`src/sv/mhsf_pkg.sv`:
```
// Package for the hard-iron sphere-fit block: widths, limits, register map,
// state and datapath command types. No dependencies.
`default_nettype none
package mhsf_pkg;

  localparam int SAMPLE_WIDTH = 24;
  localparam int COUNT_WIDTH  = 16;

  localparam int CTR_W     = 20;   // stored center, signed Q16
  localparam int RAD_W     = 20;
  localparam int LR_W      = 16;
  localparam int WARM_W    = 10;
  localparam int CFG_W     = 20;
  localparam int CFG_IDX_W = 2;

  localparam int DMAG_W  = 20;     // |sample - center| for an in-range sample
  localparam int SQ_W    = 42;     // sum of squares, also the shared product register
  localparam int ROOT_W  = 21;
  localparam int REM_W   = 24;
  localparam int NUM_W   = 41;     // R*|d| + dist/2
  localparam int QUO_W   = 21;
  localparam int DREM_W  = 21;
  localparam int SMAG_W  = 21;
  localparam int DELTA_W = 22;
  localparam int NC_W    = 24;
  localparam int ITER_N  = 21;     // sqrt and divide steps
  localparam int CNT_W   = 5;

  localparam int LIMIT_IN     = 655360;
  localparam int LIMIT_CENTER = 327680;
  localparam int MIN_DIST     = 66;
  localparam int ROUND_HALF   = 32768;

  localparam logic [CFG_IDX_W-1:0] CFG_RADIUS = 2'd0;
  localparam logic [CFG_IDX_W-1:0] CFG_LRATE  = 2'd1;
  localparam logic [CFG_IDX_W-1:0] CFG_WARMUP = 2'd2;

  localparam logic [RAD_W-1:0]  RADIUS_RST = 20'd32768;
  localparam logic [LR_W-1:0]   LRATE_RST  = 16'd655;
  localparam logic [WARM_W-1:0] WARMUP_RST = 10'd50;

  typedef enum logic [3:0] {
    OP_NONE, OP_LOAD, OP_SQ, OP_SQRT_INIT, OP_SQRT, OP_RMUL,
    OP_DIV_INIT, OP_DIV, OP_LMUL, OP_UPD, OP_FINISH
  } dp_op_e;

  typedef enum logic [3:0] {
    S_IDLE, S_SQ, S_SQRT_INIT, S_SQRT, S_RMUL, S_DIV_INIT, S_DIV,
    S_LMUL, S_UPD, S_FIN
  } ctrl_state_e;

  typedef struct packed {
    dp_op_e     op;
    logic [1:0] axis;
  } dp_cmd_t;

  typedef struct packed {
    logic in_range;
    logic dist_ok;
  } dp_sts_t;

endpackage
`default_nettype wire

```
`src/sv/mhsf_if.sv`:
```
// Valid/ready channel interfaces for samples in and results out.
// Depends on mhsf_pkg.
`default_nettype none
interface mhsf_in_if import mhsf_pkg::*; ();
  logic                            valid;
  logic                            ready;
  logic signed [SAMPLE_WIDTH-1:0]  mag_x;
  logic signed [SAMPLE_WIDTH-1:0]  mag_y;
  logic signed [SAMPLE_WIDTH-1:0]  mag_z;
  modport source (output valid, mag_x, mag_y, mag_z, input ready);
  modport sink   (input valid, mag_x, mag_y, mag_z, output ready);
endinterface

interface mhsf_out_if import mhsf_pkg::*; ();
  logic                     valid;
  logic                     ready;
  logic signed [CTR_W-1:0]  bias_x;
  logic signed [CTR_W-1:0]  bias_y;
  logic signed [CTR_W-1:0]  bias_z;
  logic                     sample_used;
  logic                     center_cleared;
  logic                     warmed_up;
  modport source (output valid, bias_x, bias_y, bias_z, sample_used, center_cleared,
                  warmed_up, input ready);
  modport sink   (input valid, bias_x, bias_y, bias_z, sample_used, center_cleared,
                  warmed_up, output ready);
endinterface
`default_nettype wire

```
`src/sv/mhsf_dp.sv`:
```
// Datapath: center and count state, shared multiplier, iterative square root
// and divider, result registers. Depends on mhsf_pkg.
`default_nettype none
module mhsf_dp import mhsf_pkg::*; (
  input  wire logic                           clk_i,
  input  wire logic                           rst_ni,
  input  wire dp_cmd_t                        cmd_i,
  output dp_sts_t                             sts_o,
  input  wire logic signed [SAMPLE_WIDTH-1:0] mag_x_i,
  input  wire logic signed [SAMPLE_WIDTH-1:0] mag_y_i,
  input  wire logic signed [SAMPLE_WIDTH-1:0] mag_z_i,
  input  wire logic [RAD_W-1:0]               radius_i,
  input  wire logic [LR_W-1:0]                lrate_i,
  input  wire logic [WARM_W-1:0]              warmup_i,
  output logic signed [CTR_W-1:0]             bias_x_o,
  output logic signed [CTR_W-1:0]             bias_y_o,
  output logic signed [CTR_W-1:0]             bias_z_o,
  output logic                                used_o,
  output logic                                cleared_o,
  output logic                                warm_o
);

  logic signed [CTR_W-1:0]  ctr_q [3];
  logic [COUNT_WIDTH-1:0]   count_q;

  logic [DMAG_W-1:0]        dmag_q [3];
  logic                     dneg_q [3];
  logic                     in_range_q;
  logic [SQ_W-1:0]          prod_q, acc_q, rad_q;
  logic [REM_W-1:0]         rem_q;
  logic [ROOT_W-1:0]        root_q;
  logic [DREM_W-1:0]        drem_q;
  logic [QUO_W-1:0]         numlo_q, quo_q;
  logic                     sneg_q;
  logic signed [CTR_W-1:0]  nc_q [3];
  logic                     clr_q;
  logic signed [CTR_W-1:0]  bias_q [3];
  logic                     used_q, cleared_q, warm_q;

  // Sample capture: range check and difference to the center.
  logic signed [SAMPLE_WIDTH-1:0] smp [3];
  logic signed [SAMPLE_WIDTH:0]   ext_v [3];
  logic signed [SAMPLE_WIDTH:0]   diff_v [3];
  logic [SAMPLE_WIDTH:0]          absm_v [3];
  logic [SAMPLE_WIDTH:0]          absd_v [3];
  logic                           rng_ok;

  assign smp[0] = mag_x_i;
  assign smp[1] = mag_y_i;
  assign smp[2] = mag_z_i;

  always_comb begin
    rng_ok = 1'b1;
    for (int a = 0; a < 3; a++) begin
      ext_v[a]  = {smp[a][SAMPLE_WIDTH-1], smp[a]};
      diff_v[a] = ext_v[a] - {{(SAMPLE_WIDTH+1-CTR_W){ctr_q[a][CTR_W-1]}}, ctr_q[a]};
      absm_v[a] = ext_v[a][SAMPLE_WIDTH] ? -ext_v[a] : ext_v[a];
      absd_v[a] = diff_v[a][SAMPLE_WIDTH] ? -diff_v[a] : diff_v[a];
      if (absm_v[a] > (SAMPLE_WIDTH+1)'(LIMIT_IN)) rng_ok = 1'b0;
    end
  end

  // Square root step
  logic [REM_W+1:0] sq_sh, sq_trial;
  assign sq_sh    = {rem_q, rad_q[SQ_W-1 -: 2]};
  assign sq_trial = (REM_W+2)'({root_q, 2'b01});

  // Divide
  logic [NUM_W-1:0]  num_v;
  logic [DREM_W:0]   dv_sh;
  assign num_v = prod_q[NUM_W-1:0] + NUM_W'(root_q >> 1);
  assign dv_sh = {drem_q, numlo_q[QUO_W-1]};

  // Step magnitude and sign: |d| and the rounded quotient share the sign of d.
  logic [SMAG_W-1:0] dm_v, smag_v;
  logic              sneg_v;
  assign dm_v   = SMAG_W'(dmag_q[cmd_i.axis]);
  assign smag_v = (dm_v >= quo_q) ? dm_v - quo_q : quo_q - dm_v;
  assign sneg_v = dneg_q[cmd_i.axis] ^ (quo_q > dm_v);

  // Center update
  logic [LR_W+SMAG_W+1:0]  rnd_v;
  logic [DELTA_W-1:0]      dmg_v;
  logic signed [NC_W-1:0]  delta_v, nc_v;
  logic [NC_W-1:0]         ncabs_v;
  assign rnd_v   = {prod_q[LR_W+SMAG_W-1:0], 1'b0} + (LR_W+SMAG_W+1)'(ROUND_HALF);
  assign dmg_v   = rnd_v[16 +: DELTA_W];
  assign delta_v = sneg_q ? -NC_W'(dmg_v) : NC_W'(dmg_v);
  assign nc_v    = {{(NC_W-CTR_W){ctr_q[cmd_i.axis][CTR_W-1]}}, ctr_q[cmd_i.axis]} + delta_v;
  assign ncabs_v = nc_v[NC_W-1] ? -nc_v : nc_v;

  // Commit
  logic                     ok_v, warm_v;
  logic [COUNT_WIDTH-1:0]   cnt_v;
  logic signed [CTR_W-1:0]  ctr_v [3];
  assign ok_v = in_range_q && sts_o.dist_ok;
  always_comb begin
    cnt_v = count_q;
    for (int a = 0; a < 3; a++) ctr_v[a] = ctr_q[a];
    if (ok_v) begin
      if (count_q != '1) cnt_v = count_q + 1'b1;
      for (int a = 0; a < 3; a++) ctr_v[a] = clr_q ? '0 : nc_q[a];
    end
  end
  assign warm_v = cnt_v >= COUNT_WIDTH'(warmup_i);

  always_ff @(posedge clk_i or negedge rst_ni) begin
    if (!rst_ni) begin
      for (int a = 0; a < 3; a++) ctr_q[a] <= '0;
      count_q <= '0;
    end else if (cmd_i.op == OP_FINISH) begin
      for (int a = 0; a < 3; a++) ctr_q[a] <= ctr_v[a];
      count_q <= cnt_v;
    end
  end

  always_ff @(posedge clk_i) begin
    unique case (cmd_i.op)
      OP_LOAD: begin
        for (int a = 0; a < 3; a++) begin
          dmag_q[a] <= absd_v[a][DMAG_W-1:0];
          dneg_q[a] <= diff_v[a][SAMPLE_WIDTH];
        end
        in_range_q <= rng_ok;
        acc_q      <= '0;
        prod_q     <= '0;
        clr_q      <= 1'b0;
      end
      OP_SQ: begin
        acc_q  <= acc_q + prod_q;
        prod_q <= SQ_W'(dmag_q[cmd_i.axis] * dmag_q[cmd_i.axis]);
      end
      OP_SQRT_INIT: begin
        rad_q  <= acc_q + prod_q;
        rem_q  <= '0;
        root_q <= '0;
      end
      OP_SQRT: begin
        rad_q <= rad_q << 2;
        if (sq_sh >= sq_trial) begin
          rem_q  <= REM_W'(sq_sh - sq_trial);
          root_q <= {root_q[ROOT_W-2:0], 1'b1};
        end else begin
          rem_q  <= sq_sh[REM_W-1:0];
          root_q <= {root_q[ROOT_W-2:0], 1'b0};
        end
      end
      OP_RMUL: prod_q <= SQ_W'(radius_i * dmag_q[cmd_i.axis]);
      OP_DIV_INIT: begin
        drem_q  <= DREM_W'(num_v[NUM_W-1:QUO_W]);
        numlo_q <= num_v[QUO_W-1:0];
        quo_q   <= '0;
      end
      OP_DIV: begin
        numlo_q <= numlo_q << 1;
        if (dv_sh >= (DREM_W+1)'(root_q)) begin
          drem_q <= DREM_W'(dv_sh - (DREM_W+1)'(root_q));
          quo_q  <= {quo_q[QUO_W-2:0], 1'b1};
        end else begin
          drem_q <= dv_sh[DREM_W-1:0];
          quo_q  <= {quo_q[QUO_W-2:0], 1'b0};
        end
      end
      OP_LMUL: begin
        prod_q <= SQ_W'(lrate_i * smag_v);
        sneg_q <= sneg_v;
      end
      OP_UPD: begin
        nc_q[cmd_i.axis] <= nc_v[CTR_W-1:0];
        if (ncabs_v > NC_W'(LIMIT_CENTER)) clr_q <= 1'b1;
      end
      OP_FINISH: begin
        for (int a = 0; a < 3; a++) bias_q[a] <= warm_v ? ctr_v[a] : '0;
        used_q    <= ok_v;
        cleared_q <= ok_v && clr_q;
        warm_q    <= warm_v;
      end
      default: ;
    endcase
  end

  assign sts_o.in_range = in_range_q;
  assign sts_o.dist_ok  = root_q >= ROOT_W'(MIN_DIST);

  assign bias_x_o  = bias_q[0];
  assign bias_y_o  = bias_q[1];
  assign bias_z_o  = bias_q[2];
  assign used_o    = used_q;
  assign cleared_o = cleared_q;
  assign warm_o    = warm_q;

endmodule
`default_nettype wire

```
`src/sv/mhsf_ctrl.sv`:
```
// Controller: sequences load, sum of squares, root, per-axis divide and update.
// Owns the handshakes. Depends on mhsf_pkg.
`default_nettype none
module mhsf_ctrl import mhsf_pkg::*; (
  input  wire logic    clk_i,
  input  wire logic    rst_ni,
  input  wire logic    in_valid_i,
  output logic         in_ready_o,
  output logic         out_valid_o,
  input  wire logic    out_ready_i,
  input  wire dp_sts_t sts_i,
  output dp_cmd_t      cmd_o
);

  ctrl_state_e       state_q, state_d;
  logic [CNT_W-1:0]  cnt_q, cnt_d;
  logic [1:0]        axis_q, axis_d;
  logic              ovld_q, ovld_d;

  always_ff @(posedge clk_i or negedge rst_ni) begin
    if (!rst_ni) begin
      state_q <= S_IDLE;
      cnt_q   <= '0;
      axis_q  <= '0;
      ovld_q  <= 1'b0;
    end else begin
      state_q <= state_d;
      cnt_q   <= cnt_d;
      axis_q  <= axis_d;
      ovld_q  <= ovld_d;
    end
  end

  always_comb begin
    state_d    = state_q;
    cnt_d      = cnt_q;
    axis_d     = axis_q;
    ovld_d     = ovld_q && !out_ready_i;
    in_ready_o = 1'b0;
    cmd_o.op   = OP_NONE;
    cmd_o.axis = axis_q;
    unique case (state_q)
      S_IDLE: begin
        in_ready_o = 1'b1;
        if (in_valid_i) begin
          cmd_o.op = OP_LOAD;
          cnt_d    = '0;
          axis_d   = '0;
          state_d  = S_SQ;
        end
      end
      S_SQ: begin
        if (!sts_i.in_range) begin
          state_d = S_FIN;
        end else begin
          cmd_o.op   = OP_SQ;
          cmd_o.axis = cnt_q[1:0];
          cnt_d      = cnt_q + 1'b1;
          if (cnt_q == CNT_W'(2)) state_d = S_SQRT_INIT;
        end
      end
      S_SQRT_INIT: begin
        cmd_o.op = OP_SQRT_INIT;
        cnt_d    = '0;
        state_d  = S_SQRT;
      end
      S_SQRT: begin
        cmd_o.op = OP_SQRT;
        cnt_d    = cnt_q + 1'b1;
        if (cnt_q == CNT_W'(ITER_N - 1)) state_d = S_RMUL;
      end
      S_RMUL: begin
        if (!sts_i.dist_ok) begin
          state_d = S_FIN;
        end else begin
          cmd_o.op = OP_RMUL;
          state_d  = S_DIV_INIT;
        end
      end
      S_DIV_INIT: begin
        cmd_o.op = OP_DIV_INIT;
        cnt_d    = '0;
        state_d  = S_DIV;
      end
      S_DIV: begin
        cmd_o.op = OP_DIV;
        cnt_d    = cnt_q + 1'b1;
        if (cnt_q == CNT_W'(ITER_N - 1)) state_d = S_LMUL;
      end
      S_LMUL: begin
        cmd_o.op = OP_LMUL;
        state_d  = S_UPD;
      end
      S_UPD: begin
        cmd_o.op = OP_UPD;
        axis_d   = axis_q + 1'b1;
        state_d  = (axis_q == 2'd2) ? S_FIN : S_RMUL;
      end
      S_FIN: begin
        // hold until the result register is free
        if (!ovld_q || out_ready_i) begin
          cmd_o.op = OP_FINISH;
          ovld_d   = 1'b1;
          state_d  = S_IDLE;
        end
      end
      default: state_d = S_IDLE;
    endcase
  end

  assign out_valid_o = ovld_q;

endmodule
`default_nettype wire

```
`src/sv/mag_hard_iron_sphere_fit.sv`:
```
// Hard-iron sphere fit top level. An accepted sample runs the sum of squares, the 21-step
// root, and per axis a multiply, a 21-step divide, a multiply and an update; an out-of-range
// sample goes straight to the finish, one too close to the center stops after the root.
// Samples are taken one at a time, each once the previous one is finished; an output stall
// holds the finish, though a new sample is taken while the previous result beat still waits.
// Reset (async, active low) clears center, count and handshakes, loads register defaults.
`default_nettype none
module mag_hard_iron_sphere_fit import mhsf_pkg::*; (
  input  wire logic                  clk_i,
  input  wire logic                  rst_ni,
  mhsf_in_if.sink                    in_i,
  mhsf_out_if.source                 res_o,
  input  wire logic                  cfg_we_i,
  input  wire logic [CFG_IDX_W-1:0]  cfg_idx_i,
  input  wire logic [CFG_W-1:0]      cfg_wdata_i
);

  // Configuration registers; writes to unknown indexes drop.
  logic [RAD_W-1:0]  radius_q;
  logic [LR_W-1:0]   lrate_q;
  logic [WARM_W-1:0] warmup_q;

  always_ff @(posedge clk_i or negedge rst_ni) begin
    if (!rst_ni) begin
      radius_q <= RADIUS_RST;
      lrate_q  <= LRATE_RST;
      warmup_q <= WARMUP_RST;
    end else if (cfg_we_i) begin
      unique case (cfg_idx_i)
        CFG_RADIUS: radius_q <= cfg_wdata_i[RAD_W-1:0];
        CFG_LRATE:  lrate_q  <= cfg_wdata_i[LR_W-1:0];
        CFG_WARMUP: warmup_q <= cfg_wdata_i[WARM_W-1:0];
        default: ;
      endcase
    end
  end

  dp_cmd_t cmd;
  dp_sts_t sts;

  // Controller: sequences one sample at a time and owns the beat handshakes.
  mhsf_ctrl u_ctrl (
    .clk_i       (clk_i),
    .rst_ni      (rst_ni),
    .in_valid_i  (in_i.valid),
    .in_ready_o  (in_i.ready),
    .out_valid_o (res_o.valid),
    .out_ready_i (res_o.ready),
    .sts_i       (sts),
    .cmd_o       (cmd)
  );

  // Datapath: the sample fields are sampled on the load command only.
  mhsf_dp u_dp (
    .clk_i     (clk_i),
    .rst_ni    (rst_ni),
    .cmd_i     (cmd),
    .sts_o     (sts),
    .mag_x_i   (in_i.mag_x),
    .mag_y_i   (in_i.mag_y),
    .mag_z_i   (in_i.mag_z),
    .radius_i  (radius_q),
    .lrate_i   (lrate_q),
    .warmup_i  (warmup_q),
    .bias_x_o  (res_o.bias_x),
    .bias_y_o  (res_o.bias_y),
    .bias_z_o  (res_o.bias_z),
    .used_o    (res_o.sample_used),
    .cleared_o (res_o.center_cleared),
    .warm_o    (res_o.warmed_up)
  );

  // A rejected sample never reports a cleared center.
  a_clear_needs_use: assert property (@(posedge clk_i) disable iff (!rst_ni)
    (res_o.valid && !res_o.sample_used) |-> !res_o.center_cleared)
    else $error("center_cleared without sample_used");

  // Bias stays zero until warmup is reached.
  a_bias_zero_cold: assert property (@(posedge clk_i) disable iff (!rst_ni)
    (res_o.valid && !res_o.warmed_up) |->
      (res_o.bias_x == '0 && res_o.bias_y == '0 && res_o.bias_z == '0))
    else $error("nonzero bias before warmup");

  // Reported bias is inside the 5 G clamp.
  a_bias_range: assert property (@(posedge clk_i) disable iff (!rst_ni)
    res_o.valid |-> (res_o.bias_x <= CTR_W'(LIMIT_CENTER) &&
                     res_o.bias_x >= -CTR_W'(LIMIT_CENTER) &&
                     res_o.bias_y <= CTR_W'(LIMIT_CENTER) &&
                     res_o.bias_y >= -CTR_W'(LIMIT_CENTER) &&
                     res_o.bias_z <= CTR_W'(LIMIT_CENTER) &&
                     res_o.bias_z >= -CTR_W'(LIMIT_CENTER)))
    else $error("bias beyond center limit");

endmodule
`default_nettype wire

```
`src/flat_wrapper.sv`:
```
// flat-port wrapper written by rule: the top's interface ports become plain ports
module mag_hard_iron_sphere_fit_flat import mhsf_pkg::*;
  (clk_i, rst_ni, cfg_we_i, cfg_idx_i, cfg_wdata_i, in_i_valid, in_i_mag_x, in_i_mag_y, in_i_mag_z, in_i_ready, res_o_valid, res_o_bias_x, res_o_bias_y, res_o_bias_z, res_o_sample_used, res_o_center_cleared, res_o_warmed_up, res_o_ready);
  mhsf_in_if in_i_i ();
  mhsf_out_if res_o_i ();
  input  wire logic clk_i;
  input  wire logic rst_ni;
  input  wire logic cfg_we_i;
  input  wire logic [CFG_IDX_W-1:0] cfg_idx_i;
  input  wire logic [CFG_W-1:0] cfg_wdata_i;
  input wire logic [$bits(in_i_i.valid)-1:0] in_i_valid;
  input wire logic [$bits(in_i_i.mag_x)-1:0] in_i_mag_x;
  input wire logic [$bits(in_i_i.mag_y)-1:0] in_i_mag_y;
  input wire logic [$bits(in_i_i.mag_z)-1:0] in_i_mag_z;
  output wire logic [$bits(in_i_i.ready)-1:0] in_i_ready;
  output wire logic [$bits(res_o_i.valid)-1:0] res_o_valid;
  output wire logic [$bits(res_o_i.bias_x)-1:0] res_o_bias_x;
  output wire logic [$bits(res_o_i.bias_y)-1:0] res_o_bias_y;
  output wire logic [$bits(res_o_i.bias_z)-1:0] res_o_bias_z;
  output wire logic [$bits(res_o_i.sample_used)-1:0] res_o_sample_used;
  output wire logic [$bits(res_o_i.center_cleared)-1:0] res_o_center_cleared;
  output wire logic [$bits(res_o_i.warmed_up)-1:0] res_o_warmed_up;
  input wire logic [$bits(res_o_i.ready)-1:0] res_o_ready;
  assign in_i_i.valid = in_i_valid;
  assign in_i_i.mag_x = in_i_mag_x;
  assign in_i_i.mag_y = in_i_mag_y;
  assign in_i_i.mag_z = in_i_mag_z;
  assign in_i_ready = in_i_i.ready;
  assign res_o_valid = res_o_i.valid;
  assign res_o_bias_x = res_o_i.bias_x;
  assign res_o_bias_y = res_o_i.bias_y;
  assign res_o_bias_z = res_o_i.bias_z;
  assign res_o_sample_used = res_o_i.sample_used;
  assign res_o_center_cleared = res_o_i.center_cleared;
  assign res_o_warmed_up = res_o_i.warmed_up;
  assign res_o_i.ready = res_o_ready;
  mag_hard_iron_sphere_fit u_core (.clk_i(clk_i), .rst_ni(rst_ni), .in_i(in_i_i), .res_o(res_o_i), .cfg_we_i(cfg_we_i), .cfg_idx_i(cfg_idx_i), .cfg_wdata_i(cfg_wdata_i));
endmodule
```
`config.mk`:
```
export PLATFORM = sky130hd
export DESIGN_NAME = mag_hard_iron_sphere_fit_flat
export DESIGN_NICKNAME = d
export VERILOG_FILES = /design/src/sv/mhsf_pkg.sv /design/src/sv/mhsf_if.sv /design/src/sv/mhsf_dp.sv /design/src/sv/mhsf_ctrl.sv /design/src/sv/mag_hard_iron_sphere_fit.sv /design/src/flat_wrapper.sv
export SDC_FILE = /design/constraint.sdc
export NUM_CORES = 2
export LEC_CHECK = 0
export BUFFER_PORTS_ARGS = -buffer_cell sky130_fd_sc_hd__buf_2
export CORE_UTILIZATION = 55
export CTS_CLUSTER_DIAMETER = 60
export DETAILED_ROUTE_END_ITERATION = 8
export GPL_TIMING_DRIVEN = 1
export PLACE_DENSITY = 0.74
export SKIP_CTS_REPAIR_TIMING = 1
export SYNTH_ARGS = -nofsm -noshare
export SYNTH_HDL_FRONTEND = slang
export SYNTH_SLANG_ARGS = --single-unit
```
`constraint.sdc`:
```
create_clock -name clk_i -period 29.5 [get_ports clk_i]
set_clock_uncertainty 0.15 [all_clocks]
set_input_delay 4.425 -clock clk_i [delete_from_list [all_inputs] [get_ports clk_i]]
set_output_delay 4.425 -clock clk_i [all_outputs]
set_load 0.01 [all_outputs]
```
# ---- Word-level counts from Yosys, hierarchy flattened
# Memory sizes are Yosys's and may differ from the RTL's.
# Cells that the tools add are included.
dict set report word_totals {
  register_bits 374
  mem_bits_rw 183
  in_bits 99
  out_inout_bits 65
  wordCells 189
  mem_count 4
}
dict set report op_classes {
  add_sub_neg 22
  n_mul 3
  n_lt_le_gt_ge 11
  n_eq_ne 32
  n_mux 65
  bitwise 2
  n_reduce_logical 25
}
# name depth width rd rd_ports_with_merged_regs write_ports line
set memory_table {}
lappend memory_table {u_core.u_dp.bias_q 3 20 3 0 3 mhsf_dp.sv:37} ;# logic signed [CTR_W-1:0] bias_q [3];
lappend memory_table {u_core.u_dp.dmag_q 3 20 1 0 3 mhsf_dp.sv:26} ;# logic [DMAG_W-1:0] dmag_q [3];
lappend memory_table {u_core.u_dp.nc_q 3 20 3 0 1 mhsf_dp.sv:35} ;# logic signed [CTR_W-1:0] nc_q [3];
lappend memory_table {u_core.u_dp.dneg_q 3 1 1 0 3 mhsf_dp.sv:27} ;# logic dneg_q [3];
# op n
set op_table {}
lappend op_table {{$mux 20} 11}
lappend op_table {{$pmux 21 s2} 4}
lappend op_table {{$pmux 42 s2} 2}
lappend op_table {{$pmux 42 s4} 1}
lappend op_table {{$mul 20x20->40} 2}
lappend op_table {{$pmux 4 s10} 2}
lappend op_table {{$gt 25x20->1 const B} 3}
lappend op_table {{$mux 25} 3}
lappend op_table {{$neg 24->25} 3}
lappend op_table {{$sub 24x20->25} 3}
lappend op_table {{$mux 24} 3}
lappend op_table {{$mux 60} 1}
lappend op_table {{$neg 20->20} 3}
lappend op_table {{$pmux 24 s2} 1}
lappend op_table {{$add 42x42->42} 1}
lappend op_table {{$mux 21} 2}
lappend op_table {{$add 41x20->41} 1}
lappend op_table {{$bmux 20 s2} 1}
lappend op_table {{$mux 4} 10}
lappend op_table {{$add 38x16->38 const B} 1}
lappend op_table {{$mul 16x21->37} 1}
lappend op_table {{$eq 4x3->1 const B} 8}
lappend op_table {{$mux 16} 2}
lappend op_table {{$ge 26x23->1} 1}
lappend op_table {{other kinds (47)} 90}

# ---- Logic depth before layout (Yosys ltp)
dict set report logic_depth {
  depth_word 12
  mapped_depth 52
  ltp_nobuf 44
}

# ---- Hierarchy
# Synthesis repeated with hierarchy kept, for this count alone.
dict set report unflattened {
  hier_cells 8080
  area_unflattened_um2 73575.6
}
# mod instances cells_per_inst area_per_inst_um2 seq_area_each_um2
set by_module_without_submodules {}
lappend by_module_without_submodules {mhsf_dp 1 7869 70851.7 14543.9}
lappend by_module_without_submodules {mag_hard_iron_sphere_fit 1 99 1793.0 1163.6}
lappend by_module_without_submodules {mhsf_ctrl 1 112 930.9 300.3}

# ---- Worst setup path before layout
# Ideal clock, no wire load.
dict set report synth_path {
  path_type {reg-to-reg}
  startpoint {reg u_core.u_ctrl.state_q[3]}
  endpoint {reg u_core.u_dp.prod_q[33], data pin}
  setup_time_ns 0.269
  t_arrival_ns 11.249
  t_required_ns 29.081
  setup_slack_ns 17.832
  stages_incl_launch_ff 51
  path_buffers 7
  period_less_slack_ns 11.668
  path_cell_list {dfrtp_1 buf_2 nor2b_1 and3_1 buf_2 nand2_1 o21ai_1 clkbuf_1 mux2i_1 a21oi_1 clkbuf_1 ha_1 buf_2 a21oi_1 o21bai_1 a21o_1 a21o_1 a21oi_1 [... 15 more ...] fa_1 fa_1 inv_1 fa_1 inv_1 ha_1 a21o_1 a21o_1 a21o_1 a21oi_1 o21ai_0 a2111oi_0 o21ai_1 a21o_1 a21oi_1 xnor2_1 a22oi_1 o21ai_0}
}
dict set report synth_via {
  elab_chain_len 7
  word_cells_on_any_way 25
  cone_classes {2 x add/sub; 3 x mul; 1 x order compare; 13 x eq/ne; 4 x mux; 1 x reduce/logical; 1 x memory}
}
# element line
set synth_lines {}
lappend synth_lines {{start: declaration} mhsf_ctrl.sv:15} ;# ctrl_state_e state_q, state_d;
lappend synth_lines {{start signal: assignment} mhsf_ctrl.sv:27} ;# state_q <= state_d;
lappend synth_lines {{$eq 4x1->1} mhsf_ctrl.sv:42} ;# unique case (state_q)
lappend synth_lines {{$mux 2} mhsf_ctrl.sv:42}
lappend synth_lines {{$mem_v2 3x20} -}
lappend synth_lines {{$sub 21x20->21, or another cell as far along} mhsf_dp.sv:78} ;# assign smag_v = (dm_v >= quo_q) ? dm_v - quo_q : quo_q - dm_v;
lappend synth_lines {{$mux 21} mhsf_dp.sv:78}
lappend synth_lines {{$mul 16x21->37} mhsf_dp.sv:165} ;# prod_q <= SQ_W'(lrate_i * smag_v);
lappend synth_lines {{$pmux 42 s4 *} mhsf_dp.sv:118} ;# unique case (cmd_i.op)
lappend synth_lines {{end signal: assignment} mhsf_dp.sv:131} ;# prod_q <= SQ_W'(dmag_q[cmd_i.axis] * dmag_q[cmd_i.axis]);
lappend synth_lines {{end signal: assignment} mhsf_dp.sv:148} ;# OP_RMUL: prod_q <= SQ_W'(radius_i * dmag_q[cmd_i.axis]);
lappend synth_lines {{end signal: assignment} mhsf_dp.sv:165}
lappend synth_lines {{end: declaration} mhsf_dp.sv:29} ;# logic [SQ_W-1:0] prod_q, acc_q, rad_q;
# Every way passes the cells marked *; elsewhere a longest branch is shown, timed or not. The select of a mux whose other input is x is not followed.
# A chain may end at the register's enable or synchronous reset.

# ---- Worst setup path in the final report
# Same ends and word-level chain as after synthesis.

==> results_dict.tcl <==
set metrics [dict create \
    synth.area.top_cells "fa_1 24%, edfxtp_1 17%, ha_1 11%" \
    required_ps 29700 \
    synth_edf_count 421 \
    hpwl_um 166700 \
    cts_root_buffer "clkbuf_16" \
    fin_crit_sh_pct 46.16 \
    end_kind "flip-flop" \
    multiInputGateArea_sq_um 51650 \
    synth_flop_cell "edfxtp_1" \
    dieHeight_um 367.0 \
    num_rows 133 \
    worst_pin_slew_ps 1174 \
    final_antenna_net_count 0 \
    drc 0 \
    wl_per_cell_um 21.74 \
    dieArea_sq_um 134700 \
    setup_violations 0 \
    cts_max_level 3 \
    synth_cell_types 102 \
    ios 164 \
    ys_seq_elements 555 \
    final_cell_area_sq_um 78540 \
    antenna_found_initial 23 \
    viasPerCell 5.920 \
    synth_cells 8034 \
    synth_fp_nets 9670 \
    gr-total-overflow 0 \
    post-synth-top-area-cell "fa_1" \
    critPathKind "reg2reg" \
    tns_ps 0 \
    initial_core_util_pct 55.60 \
    synth_warnings 0 \
    area_growth_pct 7.182 \
    status "finished, final reports clean" \
    portBuffers 163 \
    hp-class "reg2reg" \
    cts_num_sinks 555 \
    critPathLaunchType "flip-flop" \
    cts-buffers-inserted 73 \
    drt_pass1_iterations 6 \
    grt.total_usage_pct 32.01 \
    core_area_sq_um 131800 \
    max_cap_viol_count 0 \
    drive_above_1_share_pct 7.349 \
    synth_async_sr_flop_share_pct 24.14 \
    relSlewSlack_pct 20.19 \
    yosysSeqAreaShare_pct 21.85 \
    cp.arrival_ps 13810 \
    synth_area_sq_um 73280 \
    drv_slew 0 \
    path_max_fanout 40 \
    cp_slowest_stage_delay_ps 830 \
    routed_wl_um 214400 \
    min_period_ps 13620 \
    gp_congestion 0.9808 \
    clkSlewWorstSetupHoldPaths_ps 50 \
    vias 58380 \
    nFillCells 11410 \
    die_x_um 367.0 \
    regArea_sq_um 16010 \
    synth_top_area_share_pct 23.85 \
    drt_iter0_markers 5283 \
    grt_max_degree 121 \
    cp_slowest_cell "xor2_2" \
    clk_path_buf_depth 3 \
    grt_first_pass_wirelength_um 335900 \
    cts_tree "done" \
    fin_nets 9672 \
    synth.avg_cell_area_sq_um 9.121 \
    finalHoldViolCount 0 \
    rsz0062_at_grt "no" \
    grt_pass1_vias 59260 \
    place_area_sq_um 76000 \
    clock.fmax_mhz 73.43 \
    clk_latency_ps 690 \
]
## through the flow
| step | hold slack (ps) | setup slack (ps) | util (%) | cells |
|---|---|---|---|---|
| after floorplan | 299.8 | 17830 | - | 8034 |
| after global placement | 311.4 | 16370 | 57.66 | 9716 |
| after detailed placement | 320.2 | 16040 | 57.66 | 9716 |
| after CTS | 332.1 | 15950 | 59.57 | 9851 |
| after global routing | 353.4 | 15080 | 59.58 | 9857 |
| final | 327.5 | 15880 | 59.59 | 9861 |
## critical path, delay by kind of cell (launching register included)
kind | cells | cell delay (ps)
AO/OA/AOI/OAI | 20 | 4390
XOR/XNOR | 2 | 920
adder cells (fa/ha/maj) | 8 | 3930
buffers and inverters | 6 | 1470
flip-flops | 1 | 560
multiplexers | 2 | 740
AND/OR/NAND/NOR | 5 | 1060
## flip-flops by register name (all words and copies together), names as in the netlist, 16 cells and up
name / count
u_core.u_dp.nc_q: 60
u_core.u_dp.dmag_q: 60
u_core.u_dp.drem_q: 21
u_core.u_dp.quo_q: 21
u_core.u_dp.ctr_q: 60
u_core.lrate_q: 16
u_core.u_dp.prod_q: 40
u_core.u_dp.numlo_q: 21
u_core.u_dp.count_q: 16
u_core.u_dp.rad_q: 42
u_core.u_dp.acc_q: 42
u_core.u_dp.root_q: 21
u_core.u_dp.rem_q: 24
u_core.u_dp.bias_q: 60
u_core.radius_q: 20
## layout by cell type (no fill, tap or decap), types with 16 or more instances in the layout
cell	n
dfrtp_1	124
o21bai_1	42
nor2_1	586
nand4_1	51
edfxtp_1	421
a21boi_0	22
a2111oi_0	16
buf_4	85
mux2i_1	56
ha_1	664
nor2b_1	60
clkbuf_1	17
nor4_1	34
or2_2	22
o211ai_1	24
or3_1	33
a211oi_1	41
buf_2	162
mux2_2	113
o21a_1	44
and2_1	280
inv_1	1234
and3_1	41
a21oi_1	334
nand2b_1	135
o21ai_0	319
xnor2_1	266
o21ai_1	17
nor3_1	101
a22oi_1	23
nand2_1	923
clkbuf_16	73
a31oi_1	35
o31ai_1	34
xor2_1	163
a21o_1	140
o22ai_1	34
fa_1	873
and4_1	16
nand3_1	97
## cell families after synthesis
family,after synthesis,share of synthesized area [%]
XOR/XNOR,435,5.199
AND/OR/NAND/NOR,2463,15.78
buffers and inverters,1567,8.078
adder cells (fa/ha/maj),1537,35.19
multiplexers,172,2.565
flip-flops,555,21.85
AO/OA/AOI/OAI,1305,11.34
## final timing paths
check	endpoint	depth (start not counted)	start	slack [ps]
setup / recovery	u_core.u_dp.prod_q[33]	43	u_core.u_ctrl.state_q[3]	15880
max in group asynchronous	u_core.radius_q[16]	2	rst_ni	24010
setup reg to reg	u_core.u_dp.prod_q[33]	43	u_core.u_ctrl.state_q[3]	15880
min in group asynchronous	u_core.u_dp.ctr_q[11]	1	rst_ni	3590
hold reg to reg	u_core.u_dp.ctr_q[24]	2	u_core.u_dp.ctr_q[24]	330
hold / removal	u_core.u_dp.ctr_q[24]	2	u_core.u_dp.ctr_q[24]	330
## area by class of cell
cell class | count | share of cell area [%]
Tap cell | 1755 | 2.796
Sequential cell | 555 | 20.38
Clock buffer | 95 | 2.495
Inverter | 1246 | 5.956
Antenna cell | 10 | 0.03186
Timing Repair Buffer | 248 | 1.859
Clock inverter | 40 | 0.7121
Multi-Input combinational cell | 5912 | 65.77
## synth_stat cells (all sizes together), types with 105 or more instances
cell type  instances
a21o             140
inv             1239
mux2             113
o21ai            338
xor2             167
and2             281
nor2             589
dfrtp            124
fa               873
nand2            927
clkbuf           274
edfxtp           421
nand2b           135
ha               664
nor3             105
xnor2            268
a21oi            354
## per-layer routing
metal,track usage (%),share of wire (%)
met1,43.02,41
met2,51.17,46
met3,5.585,8.1
met4,13.27,4.4
met5,0,0.037
Power is left out: the tool's default activity adds up to more than one toggle a clock period on the data nets, which glitch-free logic cannot reach.
